`src/hw/rtl/ddo_pkg.sv`:
```
// Shared types, constants and helpers of the odometry unit.
// No dependencies; used by ddo_div, ddo_cordic and the top level.
package ddo_pkg;

  localparam int CORDIC_STEPS = 16;

  localparam logic [1:0] CFG_TPD = 2'd0;
  localparam logic [1:0] CFG_TW  = 2'd1;

  localparam logic [15:0] TPD_RESET = 16'd7837;
  localparam logic [15:0] TW_RESET  = 16'd1150;

  localparam logic signed [20:0] TWO_PI_Q16  = 21'sd411775;
  localparam logic signed [20:0] PI_Q16      = 21'sd205887;
  localparam logic signed [20:0] HALF_PI_Q16 = 21'sd102944;

  localparam logic signed [33:0] CORDIC_INV_GAIN = 34'sd652032874;
  localparam logic [31:0]        CDEG_PER_RAD    = 32'd375493620;

  localparam logic [31:0] DEN_CENTER = 32'd6250;
  localparam logic [31:0] DEN_TWO_PI = 32'd411775;

  typedef enum logic [4:0] {
    ST_IDLE, ST_MUL_S, ST_DIV_C, ST_WAIT_C, ST_MUL_D, ST_DIV_H, ST_WAIT_H,
    ST_DIV_M, ST_WAIT_M, ST_WAIT_R, ST_MUL_XL, ST_MUL_XH, ST_MUL_YL,
    ST_MUL_YH, ST_UPDATE, ST_FIN, ST_MUL_H, ST_OUT
  } state_e;

  typedef struct packed {
    logic        start;
    logic [63:0] num;
    logic [31:0] den;
  } div_req_t;

  function automatic logic signed [31:0] atan_q28(input int idx);
    logic signed [31:0] v;
    case (idx)
      0:  v = 32'sd210828714;
      1:  v = 32'sd124459457;
      2:  v = 32'sd65760959;
      3:  v = 32'sd33381290;
      4:  v = 32'sd16755422;
      5:  v = 32'sd8385879;
      6:  v = 32'sd4193963;
      7:  v = 32'sd2097109;
      8:  v = 32'sd1048571;
      9:  v = 32'sd524287;
      10: v = 32'sd262144;
      11: v = 32'sd131072;
      12: v = 32'sd65536;
      13: v = 32'sd32768;
      14: v = 32'sd16384;
      15: v = 32'sd8192;
      16: v = 32'sd4096;
      17: v = 32'sd2048;
      18: v = 32'sd1024;
      19: v = 32'sd512;
      20: v = 32'sd256;
      21: v = 32'sd128;
      22: v = 32'sd64;
      23: v = 32'sd32;
      default: v = 32'sd0;
    endcase
    return v;
  endfunction

  function automatic logic signed [31:0] sat32(input logic signed [63:0] v);
    logic signed [31:0] r;
    if (v > 64'sh7FFFFFFF) r = 32'sh7FFFFFFF;
    else if (v < -64'sh80000000) r = 32'sh80000000;
    else r = v[31:0];
    return r;
  endfunction

  function automatic logic signed [47:0] sat48(input logic signed [55:0] v);
    logic signed [47:0] r;
    if (v > 56'sh7FFFFFFFFFFF) r = 48'sh7FFFFFFFFFFF;
    else if (v < -56'sh800000000000) r = 48'sh800000000000;
    else r = v[47:0];
    return r;
  endfunction

endpackage

```
`src/hw/rtl/ddo_cordic.sv`:
```
// Rotation-mode CORDIC, one micro-rotation per cycle on shared x and y shifters.
// Depends on ddo_pkg.
module ddo_cordic (
  input  logic                clk_i,
  input  logic                rst_ni,
  input  logic                start_i,
  input  logic signed [31:0]  z_i,
  output logic                done_o,
  output logic signed [33:0]  x_o,
  output logic signed [33:0]  y_o
);
  import ddo_pkg::*;

  localparam int CW = $clog2(CORDIC_STEPS + 1);

  logic signed [33:0] x_q, y_q, xs, ys;
  logic signed [31:0] z_q, ang;
  logic [CW-1:0]      cnt_q;
  logic               busy_q, done_q;

  assign xs  = x_q >>> cnt_q;
  assign ys  = y_q >>> cnt_q;
  assign ang = atan_q28(int'(cnt_q));

  always_ff @(posedge clk_i or negedge rst_ni) begin
    if (!rst_ni) begin
      busy_q <= 1'b0;
      done_q <= 1'b0;
      cnt_q  <= '0;
    end else begin
      done_q <= 1'b0;
      if (start_i) begin
        busy_q <= 1'b1;
        cnt_q  <= '0;
      end else if (busy_q) begin
        cnt_q <= cnt_q + CW'(1);
        if (cnt_q == CW'(CORDIC_STEPS - 1)) begin
          busy_q <= 1'b0;
          done_q <= 1'b1;
        end
      end
    end
  end

  always_ff @(posedge clk_i) begin
    if (start_i) begin
      x_q <= CORDIC_INV_GAIN;
      y_q <= '0;
      z_q <= z_i;
    end else if (busy_q) begin
      if (!z_q[31]) begin
        x_q <= x_q - ys;
        y_q <= y_q + xs;
        z_q <= z_q - ang;
      end else begin
        x_q <= x_q + ys;
        y_q <= y_q - xs;
        z_q <= z_q + ang;
      end
    end
  end

  assign done_o = done_q;
  assign x_o    = x_q;
  assign y_o    = y_q;
endmodule

```
`config.mk`:
```
export PLATFORM = sky130hd
export DESIGN_NAME = ddo_cordic
export DESIGN_NICKNAME = d
export VERILOG_FILES = /design/src/hw/rtl/ddo_pkg.sv /design/src/hw/rtl/ddo_cordic.sv
export SDC_FILE = /design/constraint.sdc
export NUM_CORES = 1
export LEC_CHECK = 0
export ABC_CLOCK_PERIOD_IN_PS = 5400
export BUFFER_PORTS_ARGS = -buffer_cell sky130_fd_sc_hd__buf_2
export CORE_ASPECT_RATIO = 1.75
export CORE_UTILIZATION = 40
export CTS_CLUSTER_SIZE = 10
export DETAILED_ROUTE_END_ITERATION = 7
export PLACE_DENSITY = 0.62
export REMOVE_ABC_BUFFERS = 1
export SLEW_MARGIN = 20
export SYNTH_ARGS = -nofsm -noshare
export SYNTH_HDL_FRONTEND = slang
export SYNTH_SLANG_ARGS = --single-unit
export TNS_END_PERCENT = 10
```
`constraint.sdc`:
```
create_clock -name clk_i -period 5.4 [get_ports clk_i]
set_input_delay 0.81 -clock clk_i [delete_from_list [all_inputs] [get_ports clk_i]]
set_output_delay 0.81 -clock clk_i [all_outputs]
set_load 0.005 [all_outputs]
```
==> results.sh <==
export IMPL_critical_path_buf_inv_count=5
export IMPL_fp_row_count=98
export IMPL_crit_path_top_delay_cell="sky130_fd_sc_hd__dfrtp_4"
export IMPL_drt_vias_per_instance=6.091
export IMPL_crit_path_max_incr_delay_ps=570
export IMPL_start_util_pct=40.51
export IMPL_p_total_mw=21.50
export IMPL_critical_path_cell_count=25
export IMPL_multi_input_area_sq_um=14250
export IMPL_cts_hold_repair_buffers=0
export IMPL_worst_ep_required_time_ps=5700
export IMPL_finalMaxSlewViolations=0
export IMPL_final_number_of_hold_violating_endpoints=0
export IMPL_drc_errors=0
export IMPL_class_of_the_worst_hold_path="input port to async pin"
export IMPL_worst_hold_slack_ps=282.5
export IMPL_design_area_sq_um=24750
export IMPL_synthXorXnorAreaFrac_pct=8.715
export IMPL_route_antenna_remaining_nets=0
export IMPL_cellInternalPower_mw=11.20
export IMPL_fin_worst_skew_ps=21.58
export IMPL_violations_in_the_final_reports="negative setup slack"
export IMPL_seqCellArea_sq_um=2515
export IMPL_synth_seq_area_share_pct=15.10
export IMPL_synth_mux_area_fraction_pct=19.53
export IMPL_area_growth_syn_to_layout_pct=49.66
export IMPL_final_core_util_pct=60.62
export IMPL_root_cell_of_the_clock_tree="sky130_fd_sc_hd__clkbuf_16"
export IMPL_die_h_um=271
export IMPL_power_density_nw_per_um2=868.4
export IMPL_synthesis_instances=2009
export IMPL_critPathCapture="y_o[33]$_SDFFE_PP0P_"
export IMPL_power_static_leakage_nw=11.39
export IMPL_synth_enable_flop_cells=32
export IMPL_cp_top_family="compound AO/OA/AOI/OAI gates"
export IMPL_io_buffers=103
export IMPL_detailed_route_via_count=20271
export IMPL_crit_path_start="cnt_q[2]$_DFFE_PN0P_"
export IMPL_timing_slew_headroom_pct=43.17
export IMPL_critical_path_startpoint_type="flop"
export IMPL_grt_pass1_wl_um=124200
export IMPL_synth_simple_area_share_pct=18.16
export IMPL_die_width_um=155.7
export IMPL_status="finished, violations left"
export IMPL_arrival_ps=5890
export IMPL_placeable_core_region_sq_um=40830
export IMPL_yosysUniqueCellTypes=98
export IMPL_setup_worst_path_end_class="flop"
export IMPL_setup_violations=13
export IMPL_synthAdderAreaFrac_pct=8.760
export IMPL_firstDrtPassIters=8
export IMPL_fmax_ghz=0.1787
export IMPL_detailed_place_area_sq_um=22610
export IMPL_antenna_found_initial=4
export IMPL_cts_clk_slew_worst_paths_ps=100
export IMPL_grt_overall_usage_pct=40.04
export IMPL_pwr_share_seq_pct=8.3
export IMPL_postSynthRegisterBits=107
export IMPL_drive_above_1_share_pct=44.06
export IMPL_finalNetCount=2920
export IMPL_synth_top_family_by_area="compound AO/OA/AOI/OAI gates"
export IMPL_tritoncts_num_buffers=9
export IMPL_ys_async_rst_share_pct=6.542
export IMPL_reg2reg_setup_slack_ps=-200
export IMPL_cts_sinks=107
export IMPL_tightest_slew_ps=841.4
export IMPL_ys_warnings_count=0
export IMPL_worst_slack_setup_final_ps=-195.8
export IMPL_regToRegEndpoint="y_o[33]$_SDFFE_PP0P_"
export IMPL_maxCapViolations=0
export IMPL_final_min_period_over_clock_period_pct=103.6
export IMPL_reg2reg_from="cnt_q[2]$_DFFE_PN0P_"
export IMPL_synth_top_flop_cell="sky130_fd_sc_hd__dfxtp_1"
export IMPL_floorplan_die_area_sq_um=42200
export IMPL_grt_setup_unrepaired="true"
export IMPL_syn_mean_instance_area_sq_um=8.233
export IMPL_grt_start_max_net_pins=74
export IMPL_switching_power_mw=10.30
export IMPL_max_clock_path_buffers=2
export IMPL_worst_r2r_path_depth=25
export IMPL_cts_htree_levels=3
export IMPL_dr_first_iter_drc_count=1539
export IMPL_power_combinational_fraction_pct=88.2
export IMPL_number_of_global_route_vias_before_repair=20939
export IMPL_criticalPathCategory="flop to flop"
export IMPL_finalWeightedCongestion=1.030
export IMPL_clock_tree_from_tritoncts="built"
export IMPL_crit_fanout=6
export IMPL_ir_worst_vdd_v=0.0005393
export IMPL_num_io_pins=104
export IMPL_drt_total_wl_um=85310
export IMPL_gr_total_overflow=0
export IMPL_period_minus_slack_ps=5596
export IMPL_hpwlAfterDp_um=67150
export IMPL_fraction_of_power_spent_switching_nets_pct=47.90
export IMPL_synthesized_area_fraction_occupied_by_ao_oa_aoi_and_oai_cells_pct=24.77
export IMPL_fillers=3717
export IMPL_syn_area_sq_um=16540
export IMPL_insertion_delay_ps=410
export IMPL_dpl_worst_slack_ps=-789.2
export IMPL_power_clock_fraction_pct=3.5
export IMPL_dr_wl_cell_um=25.63
[cell usage after synthesis (25+ instances only)]
cell type                  instances  area share [%]
sky130_fd_sc_hd__a21oi_1         165             5.0
sky130_fd_sc_hd__a211oi_1         28             1.3
sky130_fd_sc_hd__mux2_2           41             2.8
sky130_fd_sc_hd__nor2_1          183             4.2
sky130_fd_sc_hd__mux4_2           86              12
sky130_fd_sc_hd__ha_1            111             8.4
sky130_fd_sc_hd__nand2b_1         32             1.2
sky130_fd_sc_hd__dfxtp_1          68             8.2
sky130_fd_sc_hd__a31oi_1          31             1.2
sky130_fd_sc_hd__clkbuf_1         54             1.2
sky130_fd_sc_hd__o21ai_0         117             3.5
sky130_fd_sc_hd__nor2b_1          27             1.0
sky130_fd_sc_hd__edfxtp_1         32             5.8
sky130_fd_sc_hd__xor2_1           72             3.8
sky130_fd_sc_hd__nor3_1           46             1.4
sky130_fd_sc_hd__mux2i_1          82             5.0
sky130_fd_sc_hd__inv_1            52             1.2
sky130_fd_sc_hd__a21o_1           51             2.3
sky130_fd_sc_hd__nand3_1          41             1.2
sky130_fd_sc_hd__o21a_1           25             1.1
sky130_fd_sc_hd__xnor2_1          90             4.8
sky130_fd_sc_hd__nand2_1         161             3.7
[through the flow]
| stage | cells | setup TNS [ps] |
|---|---|---|
| after global placement | 3239 | -11080 |
| after detailed placement | 3239 | -12440 |
| after CTS | 3290 | -302.8 |
| after floorplan | 1885 | -261380 |
| final | 3328 | -1049 |
| after global routing | 3327 | -5713 |
[cell type report]
class | count | area share, %
Timing Repair Buffer | 875 | 27.42
Inverter | 55 | 0.8694
Tap cell | 550 | 2.780
Antenna cell | 2 | 0.02022
Multi-Input combinational cell | 1723 | 57.58
Clock inverter | 6 | 0.2426
Sequential cell | 107 | 10.16
Clock buffer | 10 | 0.9250
[power by group through the flow]
stage	registers, mW	logic (mW)	clock network, mW
after floorplan	1.81	9.27	0
after global placement	1.77	16.5	0
after detailed placement	1.77	16.9	0
after CTS	1.75	17.8	0.760
after global routing	1.79	20.4	0.780
final	1.78	19.0	0.746
[placed cells by master, fill, tap and decap left out, types with 37 or more instances in the layout]
cell	count
sky130_fd_sc_hd__xor2_1	71
sky130_fd_sc_hd__xnor2_1	88
sky130_fd_sc_hd__mux2i_1	77
sky130_fd_sc_hd__buf_4	724
sky130_fd_sc_hd__buf_2	102
sky130_fd_sc_hd__dfxtp_1	68
sky130_fd_sc_hd__inv_1	50
sky130_fd_sc_hd__mux4_2	86
sky130_fd_sc_hd__nor3_1	37
sky130_fd_sc_hd__ha_1	101
sky130_fd_sc_hd__nor2_1	168
sky130_fd_sc_hd__a21oi_1	138
sky130_fd_sc_hd__a21o_1	51
sky130_fd_sc_hd__nand2_1	154
sky130_fd_sc_hd__o21ai_0	82
[cells by family after synthesis]
family,Yosys count
XOR/XNOR,163
flip-flops,107
adder cells (fa/ha/maj),114
AND/OR/NAND/NOR,614
AO/OA/AOI/OAI,622
buffers and inverters,179
multiplexers,210
[flip-flops by register name, indices dropped and copies added (netlist names)]
register	cells
x_o	34
busy_q	1
y_o	34
cnt_q	5
z_q	32
done_o	1
[per-layer routing]
layer / GRT usage (%) / part of all wire (%) / vias up
met2: 71.74 / 50 / 965
met4: 40.82 / 12 / 0
met5: 0 / 0 / -
li1: - / - / 9125
met1: 35.71 / 32 / 9732
met3: 8.858 / 5.9 / 449
[worst min-delay path by stage]
stage	startpoint	to	cells past startpoint	slack, ps
finish	rst_ni	busy_q$_DFF_PN0_	1	280
global route	rst_ni	cnt_q[1]$_DFFE_PN0P_	1	280
CTS	rst_ni	cnt_q[1]$_DFFE_PN0P_	1	270
detailed placement	y_o[0]$_SDFFE_PP0P_	y_o[0]$_SDFFE_PP0P_	2	520
global placement	y_o[0]$_SDFFE_PP0P_	y_o[0]$_SDFFE_PP0P_	2	510
floorplan	y_o[0]$_SDFFE_PP0P_	y_o[0]$_SDFFE_PP0P_	2	490
[repair_timing]
item | in CTS | in global routing
resized for setup | 157 | 127
buffers inserted | 34 | 36
endpoints found under the setup margin | 40 | 49
pin swaps | 78 | 104
gates cloned | 3 | 3
No activity file was read; power rests on OpenSTA's default activity.
