[src/hw/rtl/ddo_pkg.sv]
// Shared types, constants and helpers of the odometry unit.
// No dependencies; used by ddo_div, ddo_cordic and the top level.
package ddo_pkg;

  localparam int CORDIC_STEPS = 16;

  localparam logic [1:0] CFG_TPD = 2'd0;
  localparam logic [1:0] CFG_TW  = 2'd1;

  localparam logic [15:0] TPD_RESET = 16'd7837;
  localparam logic [15:0] TW_RESET  = 16'd1150;

  localparam logic signed [20:0] TWO_PI_Q16  = 21'sd411775;
  localparam logic signed [20:0] PI_Q16      = 21'sd205887;
  localparam logic signed [20:0] HALF_PI_Q16 = 21'sd102944;

  localparam logic signed [33:0] CORDIC_INV_GAIN = 34'sd652032874;
  localparam logic [31:0]        CDEG_PER_RAD    = 32'd375493620;

  localparam logic [31:0] DEN_CENTER = 32'd6250;
  localparam logic [31:0] DEN_TWO_PI = 32'd411775;

  typedef enum logic [4:0] {
    ST_IDLE, ST_MUL_S, ST_DIV_C, ST_WAIT_C, ST_MUL_D, ST_DIV_H, ST_WAIT_H,
    ST_DIV_M, ST_WAIT_M, ST_WAIT_R, ST_MUL_XL, ST_MUL_XH, ST_MUL_YL,
    ST_MUL_YH, ST_UPDATE, ST_FIN, ST_MUL_H, ST_OUT
  } state_e;

  typedef struct packed {
    logic        start;
    logic [63:0] num;
    logic [31:0] den;
  } div_req_t;

  function automatic logic signed [31:0] atan_q28(input int idx);
    logic signed [31:0] v;
    case (idx)
      0:  v = 32'sd210828714;
      1:  v = 32'sd124459457;
      2:  v = 32'sd65760959;
      3:  v = 32'sd33381290;
      4:  v = 32'sd16755422;
      5:  v = 32'sd8385879;
      6:  v = 32'sd4193963;
      7:  v = 32'sd2097109;
      8:  v = 32'sd1048571;
      9:  v = 32'sd524287;
      10: v = 32'sd262144;
      11: v = 32'sd131072;
      12: v = 32'sd65536;
      13: v = 32'sd32768;
      14: v = 32'sd16384;
      15: v = 32'sd8192;
      16: v = 32'sd4096;
      17: v = 32'sd2048;
      18: v = 32'sd1024;
      19: v = 32'sd512;
      20: v = 32'sd256;
      21: v = 32'sd128;
      22: v = 32'sd64;
      23: v = 32'sd32;
      default: v = 32'sd0;
    endcase
    return v;
  endfunction

  function automatic logic signed [31:0] sat32(input logic signed [63:0] v);
    logic signed [31:0] r;
    if (v > 64'sh7FFFFFFF) r = 32'sh7FFFFFFF;
    else if (v < -64'sh80000000) r = 32'sh80000000;
    else r = v[31:0];
    return r;
  endfunction

  function automatic logic signed [47:0] sat48(input logic signed [55:0] v);
    logic signed [47:0] r;
    if (v > 56'sh7FFFFFFFFFFF) r = 48'sh7FFFFFFFFFFF;
    else if (v < -56'sh800000000000) r = 48'sh800000000000;
    else r = v[47:0];
    return r;
  endfunction

endpackage

[src/hw/rtl/ddo_div.sv]
// Restoring divider, one quotient bit per cycle, 64 by 32 bits.
// Depends on ddo_pkg.
module ddo_div (
  input  logic              clk_i,
  input  logic              rst_ni,
  input  ddo_pkg::div_req_t req_i,
  output logic              done_o,
  output logic [63:0]       quo_o,
  output logic [31:0]       rem_o
);
  import ddo_pkg::*;

  logic [31:0] rem_q, rem_d;
  logic [63:0] quo_q, quo_d;
  logic [31:0] den_q;
  logic [5:0]  cnt_q;
  logic        busy_q, done_q;
  logic [32:0] trial;
  logic [32:0] diff;

  assign trial = {rem_q, quo_q[63]};
  assign diff  = trial - {1'b0, den_q};

  always_comb begin
    if (!diff[32]) begin
      rem_d = diff[31:0];
      quo_d = {quo_q[62:0], 1'b1};
    end else begin
      rem_d = trial[31:0];
      quo_d = {quo_q[62:0], 1'b0};
    end
  end

  always_ff @(posedge clk_i or negedge rst_ni) begin
    if (!rst_ni) begin
      busy_q <= 1'b0;
      done_q <= 1'b0;
      cnt_q  <= '0;
    end else begin
      done_q <= 1'b0;
      if (req_i.start) begin
        busy_q <= 1'b1;
        cnt_q  <= '0;
      end else if (busy_q) begin
        cnt_q <= cnt_q + 6'd1;
        if (cnt_q == 6'd63) begin
          busy_q <= 1'b0;
          done_q <= 1'b1;
        end
      end
    end
  end

  always_ff @(posedge clk_i) begin
    if (req_i.start) begin
      rem_q <= '0;
      quo_q <= req_i.num;
      den_q <= req_i.den;
    end else if (busy_q) begin
      rem_q <= rem_d;
      quo_q <= quo_d;
    end
  end

  assign done_o = done_q;
  assign quo_o  = quo_q;
  assign rem_o  = rem_q;
endmodule

[config.mk]
export PLATFORM = sky130hd
export DESIGN_NAME = ddo_div
export DESIGN_NICKNAME = d
export VERILOG_FILES = /design/src/hw/rtl/ddo_pkg.sv /design/src/hw/rtl/ddo_div.sv
export SDC_FILE = /design/constraint.sdc
export NUM_CORES = 1
export LEC_CHECK = 0
export BUFFER_PORTS_ARGS = -buffer_cell sky130_fd_sc_hd__buf_4
export CAP_MARGIN = 20
export CELL_PAD_IN_SITES_DETAIL_PLACEMENT = 1
export CELL_PAD_IN_SITES_GLOBAL_PLACEMENT = 1
export CORE_MARGIN = 10
export CORE_UTILIZATION = 37
export DETAILED_ROUTE_END_ITERATION = 12
export PLACE_DENSITY = 0.8
export SYNTH_ARGS = -nofsm -noshare
export SYNTH_HDL_FRONTEND = slang
export SYNTH_SLANG_ARGS = --single-unit
[constraint.sdc]
create_clock -name clk_i -period 2.8 [get_ports clk_i]
set_input_delay 0.56 -clock clk_i [delete_from_list [all_inputs] [get_ports clk_i]]
set_output_delay 0.56 -clock clk_i [all_outputs]
set_load 0.03 [all_outputs]
==> impl_metrics.tcl, run 1 <==
set metrics [dict create \
    numPortBuffers 195 \
    ys_types 60 \
    fin_area_mm2 0.0101 \
    grt_use_total 0.179 \
    via_per_inst 5.10 \
    place.gp.congestion 0.828 \
    synth_ff_type "edfxtp_1" \
    layout_setup_ws_ns -0.0658 \
    drive_above_1_share 0.457 \
    num-nets-final 988 \
    p_total_mw 9.46 \
    grt_pass1_wl_um 36000 \
    dr.pass1.iters 4 \
    overflow 0 \
    p_per_area_mw_per_mm2 933 \
    setup_violations 16 \
    antenna_found_initial 0 \
    status "finished, violations left" \
    cts_buffer_depth 2 \
    vias 5744 \
    synth_area_leaders "edfxtp_1, mux2_2, dfxtp_1, ha_1, mux2i_1" \
    start_kind "flip-flop" \
    synth_seq_cells 136 \
    hpwl_um 17000 \
    ys_async_sr_fraction 0.0588 \
    yosysTopAreaCell "edfxtp_1" \
    period_share 1.02 \
    fmax_mhz 349 \
    drt_first_iter_violations 218 \
    placedInstanceArea_mm2 0.00928 \
    grt_max_degree 73 \
    worst_pin_slew_ns 0.781 \
    clock_skew_ns 0.0130 \
    leakage_nw 4.46 \
    cts_sinks 136 \
    synth_cells 600 \
    pin_count 196 \
    die_area_mm2 0.0254 \
    max_slew_margin 0.480 \
    synth.top_cell.area_share 0.402 \
    drt-total-wl_um 23300 \
    avgSynthCellArea_um2 12.0 \
    violations "negative setup slack" \
    rsz0062_at_grt "true" \
    diodes 0 \
    start_util 0.380 \
    slew_viol_final 0 \
    arrival_ns 3.14 \
    syn_nets 733 \
    ant_nets 0 \
    h-tree-depth 4 \
    hold_viol 0 \
    core-area_mm2 0.0189 \
    wl_per_cell_um 20.6 \
    grt_pass1_vias 6468 \
    chipHeight_um 159 \
    worstSetupEndpointType "flip-flop" \
    cts_inserted_buffers 17 \
    synth-edff-count 96 \
    path_class "reg -> reg" \
    ir_drop_mv 0.532 \
    ys_warn_count 0 \
    hp-class "in -> reg" \
    cts_tree "done" \
    required_ns 3.08 \
    rows 50 \
    area_growth_pct 41.3 \
    insertion_delay_ns 0.44 \
    cap_violations 0 \
    cts_root_buf "clkbuf_16" \
    fin_crit_ns 2.87 \
    synthesis.area_mm2 0.00718 \
    synth_seq_area_share 0.519 \
    worst-path-max-fanout 5 \
    drc 0 \
    die_w_um 159 \
    path_clk_slew_ns 0.06 \
]
[placed cells by master, fill, tap and decap left out, types with 23 or more instances in the layout]
| cell type | instances |
|---|---|
| edfxtp_1 | 96 |
| mux2_2 | 63 |
| ha_1 | 29 |
| inv_1 | 37 |
| nor2_1 | 50 |
| a211oi_1 | 25 |
| dfxtp_1 | 32 |
| nand2_1 | 27 |
| buf_4 | 251 |
| mux2i_1 | 23 |
[metrics by stage]
stage / hold slack (ns) / TNS (ns) / setup WS, ns / util / instances
2_1_floorplan: 0.264 / -4.64 / -0.171 / - / 600
3_3_place_gp: 0.383 / 0 / 0.0418 / 0.491 / 1078
3_5_place_dp: 0.385 / -1.88 / -0.0979 / 0.491 / 1078
4_1_cts: 0.285 / -0.00499 / -0.00499 / 0.534 / 1125
5_1_grt: 0.278 / -5.08 / -0.233 / 0.537 / 1127
6_report: 0.303 / -0.469 / -0.0658 / 0.537 / 1127
[sequential cells by signal, summed over array words and instances (netlist names)]
register,flops
cnt_q,6
done_o,1
busy_q,1
quo_o,64
den_q,32
rem_o,32
[final timing paths]
| check | depth (start not counted) | slack, ns | startpoint | end |
|---|---|---|---|---|
| worst min register to register | 2 | 0.54 | rem_o[28] | rem_o[28] |
| worst max-delay path | 14 | -0.07 | quo_o[63] | rem_o[8] |
| max in group asynchronous | 2 | 2.16 | rst_ni | busy_q |
| worst min-delay path | 1 | 0.30 | req_i[2] | den_q[2] |
| worst max register to register | 14 | -0.07 | quo_o[63] | rem_o[8] |
| min in group asynchronous | 2 | 0.49 | rst_ni | cnt_q[3] |
[Yosys cell counts, types with 3 or more instances]
master,instances
xnor2_1,17
o211ai_1,3
o21bai_1,3
mux2i_1,28
nor4_1,3
a311oi_1,3
o21a_1,3
a31o_2,3
clkbuf_1,18
nand3_1,8
mux2_2,64
nor2_1,50
ha_1,33
buf_1,3
and3_2,3
and2_1,6
dfrtp_1,8
inv_1,41
edfxtp_1,96
a21oi_1,22
nand3b_1,3
a31oi_1,4
o31ai_1,3
a21o_1,12
dfxtp_1,32
o31a_1,3
nand2_1,27
a221oi_1,3
nand4_1,4
nor2b_1,3
o21ai_0,11
a211oi_1,28
xor2_1,14
[cells by family (layout without fill, tap and decap cells)]
kind of cell | after synthesis | after routing | synth area share
flops | 136 | 136 | 0.519
simple gates | 125 | 125 | 0.0849
compound gates | 116 | 116 | 0.117
mux | 92 | 92 | 0.139
buf+inv | 65 | 332 | 0.0382
fa+ha+maj | 34 | 34 | 0.0603
xor+xnor | 32 | 32 | 0.0417
[metal layers]
layer	routed length, um	share of wire	vias to the layer above	global-route usage
met5	0	0	-	0
met4	167	0.0072	0	0.0463
met1	9400	0.40	2825	0.200
li1	-	-	2733	-
met2	11300	0.49	172	0.293
met3	2400	0.10	14	0.0950
[power breakdown]
group / internal [mW] / leakage [nW] / switching [mW]
sequential: 2.51 / 1.36 / 0.282
clock: 1.24 / 0.277 / 0.978
combinational: 2.09 / 2.82 / 2.36
[cell type report]
type	count	area (um2)
timing repair buffer	260	2040
multi-input combinational	399	3320
inverter	41	158
fill	2039	8750
sequential	136	3720
tap	260	325
clock buffer	17	425
clock inverter	14	141
[what timing repair did]
| action | in CTS | in global routing |
|---|---|---|
| hold endpoints to repair | 8 | 0 |
| gates resized for setup | 15 | 13 |
| endpoints found under the setup margin | 31 | 33 |
| hold buffers | 1 | 0 |
| setup buffers | 14 | 3 |
| pin swaps | 14 | 6 |
| gates cloned | 2 | 0 |
[worst max-delay path, stage by stage, from the launching register on]
cell and delay [ns]:
edfxtp_1 0.37, inv_2 0.07, ha_4 0.16, fa_2 0.37, nor2b_4 0.14, o31ai_2 0.08, a21o_1 0.21, nand3_2 0.08
and4_4 0.24, a31oi_4 0.11, xnor2_4 0.26, buf_6 0.17, buf_12 0.14, mux2i_2 0.22, a211oi_1 0.09
Note: power is estimated with default switching activity, not from simulation.
==> run 2, diff against run 1 <==
ABC_AREA = 1   (was unset)
CORE_UTILIZATION = 35   (was 37)
CTS_CLUSTER_SIZE = 10   (was unset)
PLACE_DENSITY = 0.81   (was 0.8)
RECOVER_POWER = 50   (was unset)
==> run 2 against run 1 <==
  * The flow finishes with violations (max-capacitance violations, max-slew violations)
  * Non-clock buffer count is 51 lower
  * Clock skew up 0.0076 ns
  * Clock power up 8%
  * Power shrank 39%
  * Register-to-register slack better by 0.32 ns
  * Wire length up 19%
  * Design area up 5.7%
  * Count of clock-buffer cells in the layout stayed put
  * Highest routed layer is now met5
  * Worst hold slack better by 0.016 ns
  * Utilization fell by 7.9 points
  * Critical path depth grew 4
  * Largest cell class unchanged
  * Sequential power is 14% lower
==> impl_metrics.tcl, run 2 <==
set metrics [dict create \
    rsz0062_at_grt "false" \
    layoutNonFillerInstCount 1706 \
    hp-class "in -> reg" \
    dpl.cell_count 1670 \
    synth_seq_cells 136 \
    synth_ff_type "edfxtp_1" \
    numPortBuffers 195 \
    synth_area_leaders "edfxtp_1, nand2_1, inv_1, dfxtp_1, ha_1" \
    dr.pass1.iters 5 \
    met3_usage 0.0821 \
    violations "max-capacitance violations, max-slew violations" \
    status "finished, violations left" \
    critPathSlowestCell "fa_2" \
    cap_violations 1 \
    worst-path-max-fanout 8 \
    synthesis.area_mm2 0.00829 \
    core-area_mm2 0.0234 \
    p_per_area_mw_per_mm2 542 \
    layout_commonest_cell "nand2_1" \
    ys_types 37 \
    grt_pass1_vias 8432 \
    grt_pass1_wl_um 44200 \
    start_kind "flip-flop" \
    overflow 0 \
    arrival_ns 2.87 \
    synth.top_cell.area_share 0.348 \
    synth-edff-count 96 \
    finalSetupTns_ns 0 \
    ir_drop_mv 0.335 \
    period_share 0.908 \
    grt_max_degree 59 \
    drt-total-wl_um 27800 \
    path_class "reg -> reg" \
    internal_power_mw 4.05 \
    area_growth_pct 29.3 \
    yosysTopAreaCell "edfxtp_1" \
    place.gp.congestion 0.890 \
    num-nets-final 1507 \
    rows 56 \
    fmax_mhz 393 \
    pwr-share-clk 0.411 \
    final_cell_mix "nand2_1, inv_1, buf_4, edfxtp_1, nand3_1" \
    drc 0 \
    grt_use_total 0.183 \
    antenna_found_initial 1 \
    grtUsageMet1 0.203 \
    pin_count 196 \
    fin_crit_ns 2.54 \
    path_clk_slew_ns 0.07 \
    drt_first_iter_violations 273 \
    fillers 3027 \
    yosysMostFrequentCell "nand2_1" \
    hpwl_um 21600 \
    chipHeight_um 174 \
    max_slew_margin -0.265 \
    p_total_mw 5.81 \
    setup_violations 0 \
    cts_tree "done" \
    avgSynthCellArea_um2 7.08 \
    via_per_inst 4.58 \
    leakage_nw 5.84 \
    cts_inserted_buffers 17 \
    min_path_cells 1 \
    cts_root_buf "clkbuf_16" \
    clock_skew_ns 0.0205 \
    critPathMaxStageDelay_ns 0.36 \
    ant_nets 0 \
    wl_per_cell_um 16.3 \
    synth_cells 1172 \
    required_ns 3.13 \
    post-route-util 0.458 \
    worst_pin_slew_ns 1.90 \
    crit_chain "inv_1 -> ha_1 -> fa_2 -> inv_1 -> nand2_1 -> nand2_1 -> nand3_1 -> nand2_2 -> nand2_1 -> nand2_1 -> nand2_2 -> nand2_2 -> nand2_2 -> nand2_8 -> buf_4 -> nand2_1 -> nand3_1 -> nand2_1" \
    busiest_layer "met2" \
    ff2ff_path_depth 18 \
    syn_nets 1305 \
    placedInstanceArea_mm2 0.0101 \
    power_switching_mw 1.77 \
    drive_above_1_share 0.184 \
    die_w_um 174 \
    insertion_delay_ns 0.43 \
    cts_sinks 136 \
    diodes 0 \
    ys_warn_count 0 \
    start_util 0.354 \
    slew_viol_final 40 \
    vias 7819 \
    largest_register_ff_count 64 \
    h-tree-depth 4 \
    hold_viol 0 \
    use_met2 0.312 \
    die_area_mm2 0.0303 \
    cts_buffer_depth 2 \
    p_seq_frac 0.415 \
    combPwrFrac 0.175 \
    worstSetupEndpointType "flip-flop" \
    switching_share 0.304 \
    fin_area_mm2 0.0107 \
    synth_seq_area_share 0.449 \
    cpMostUsedCell "nand2_1" \
    yosys-top-cells-count "nand2_1, inv_1, edfxtp_1, nand3_1, nor2_1" \
    ys_async_sr_fraction 0.0588 \
]
## run 2: area by class of cell
type | count | area, um2 | share of cell area
Timing Repair Buffer | 209 | 1550 | 0.144
Multi-Input combinational cell | 796 | 3640 | 0.339
Clock inverter | 15 | 186 | 0.0174
Inverter | 214 | 803 | 0.0749
Sequential cell | 136 | 3720 | 0.347
Tap cell | 319 | 399 | 0.0372
Clock buffer | 17 | 425 | 0.0397
## run 2: kinds of logic after synthesis
| group | Yosys count | share of synthesized area |
|---|---|---|
| buffers and inverters | 240 | 0.115 |
| adders and majority gates | 34 | 0.0522 |
| DFF | 136 | 0.449 |
| and+or+nand+nor | 715 | 0.347 |
| AOI/OAI and AO/OA | 32 | 0.0208 |
| xor gates and xnor gates | 15 | 0.0158 |
## run 2: power groups by stage
stage / sequential [mW] / combinational (mW) / clock (mW)
floorplan: 2.64 / 0.390 / 0
global placement: 2.45 / 1.01 / 0
detailed placement: 2.45 / 1.03 / 0
CTS: 2.41 / 1.04 / 2.44
global route: 2.43 / 1.12 / 2.53
finish: 2.41 / 1.02 / 2.39
## run 2: critical path: cells and delay by family, from the launching register on
| family | cells | cell delay [ns] |
|---|---|---|
| buffers and inverters | 3 | 0.32 |
| DFF | 1 | 0.35 |
| and+or+nand+nor | 13 | 1.15 |
| adders and majority gates | 2 | 0.59 |
## run 2: path summary, 6_finish.rpt
kind,from,end,slack [ns]
setup / recovery,quo_o[63],rem_o[9],0.26
hold / removal,req_i[13],den_q[13],0.32
setup reg to reg,quo_o[63],rem_o[9],0.26
hold reg to reg,rem_o[19],rem_o[19],0.49
max in group asynchronous,rst_ni,cnt_q[2],1.85
min in group asynchronous,rst_ni,busy_q,0.63
## run 2: per-stage QoR
step	hold slack, ns	setup WS, ns
6_report	0.319	0.258
3_3_place_gp	0.388	0.211
4_1_cts	0.284	0.0627
5_1_grt	0.303	0.0175
3_5_place_dp	0.389	0.101
2_1_floorplan	0.264	0.268
## run 2: layer usage
layer,vias up,part of all wire,routed length [um]
li1,3962,-,-
met1,3650,0.41,11500
met2,181,0.48,13500
met3,24,0.086,2390
met4,2,0.014,401
met5,-,0.00043,12
## run 2: repair_timing
item,4_1_cts,5_1_grt
hold buffers,1,0
resized for setup,0,3
setup buffers,0,3
endpoints found under the hold margin,8,0
endpoints found under the setup margin,0,30
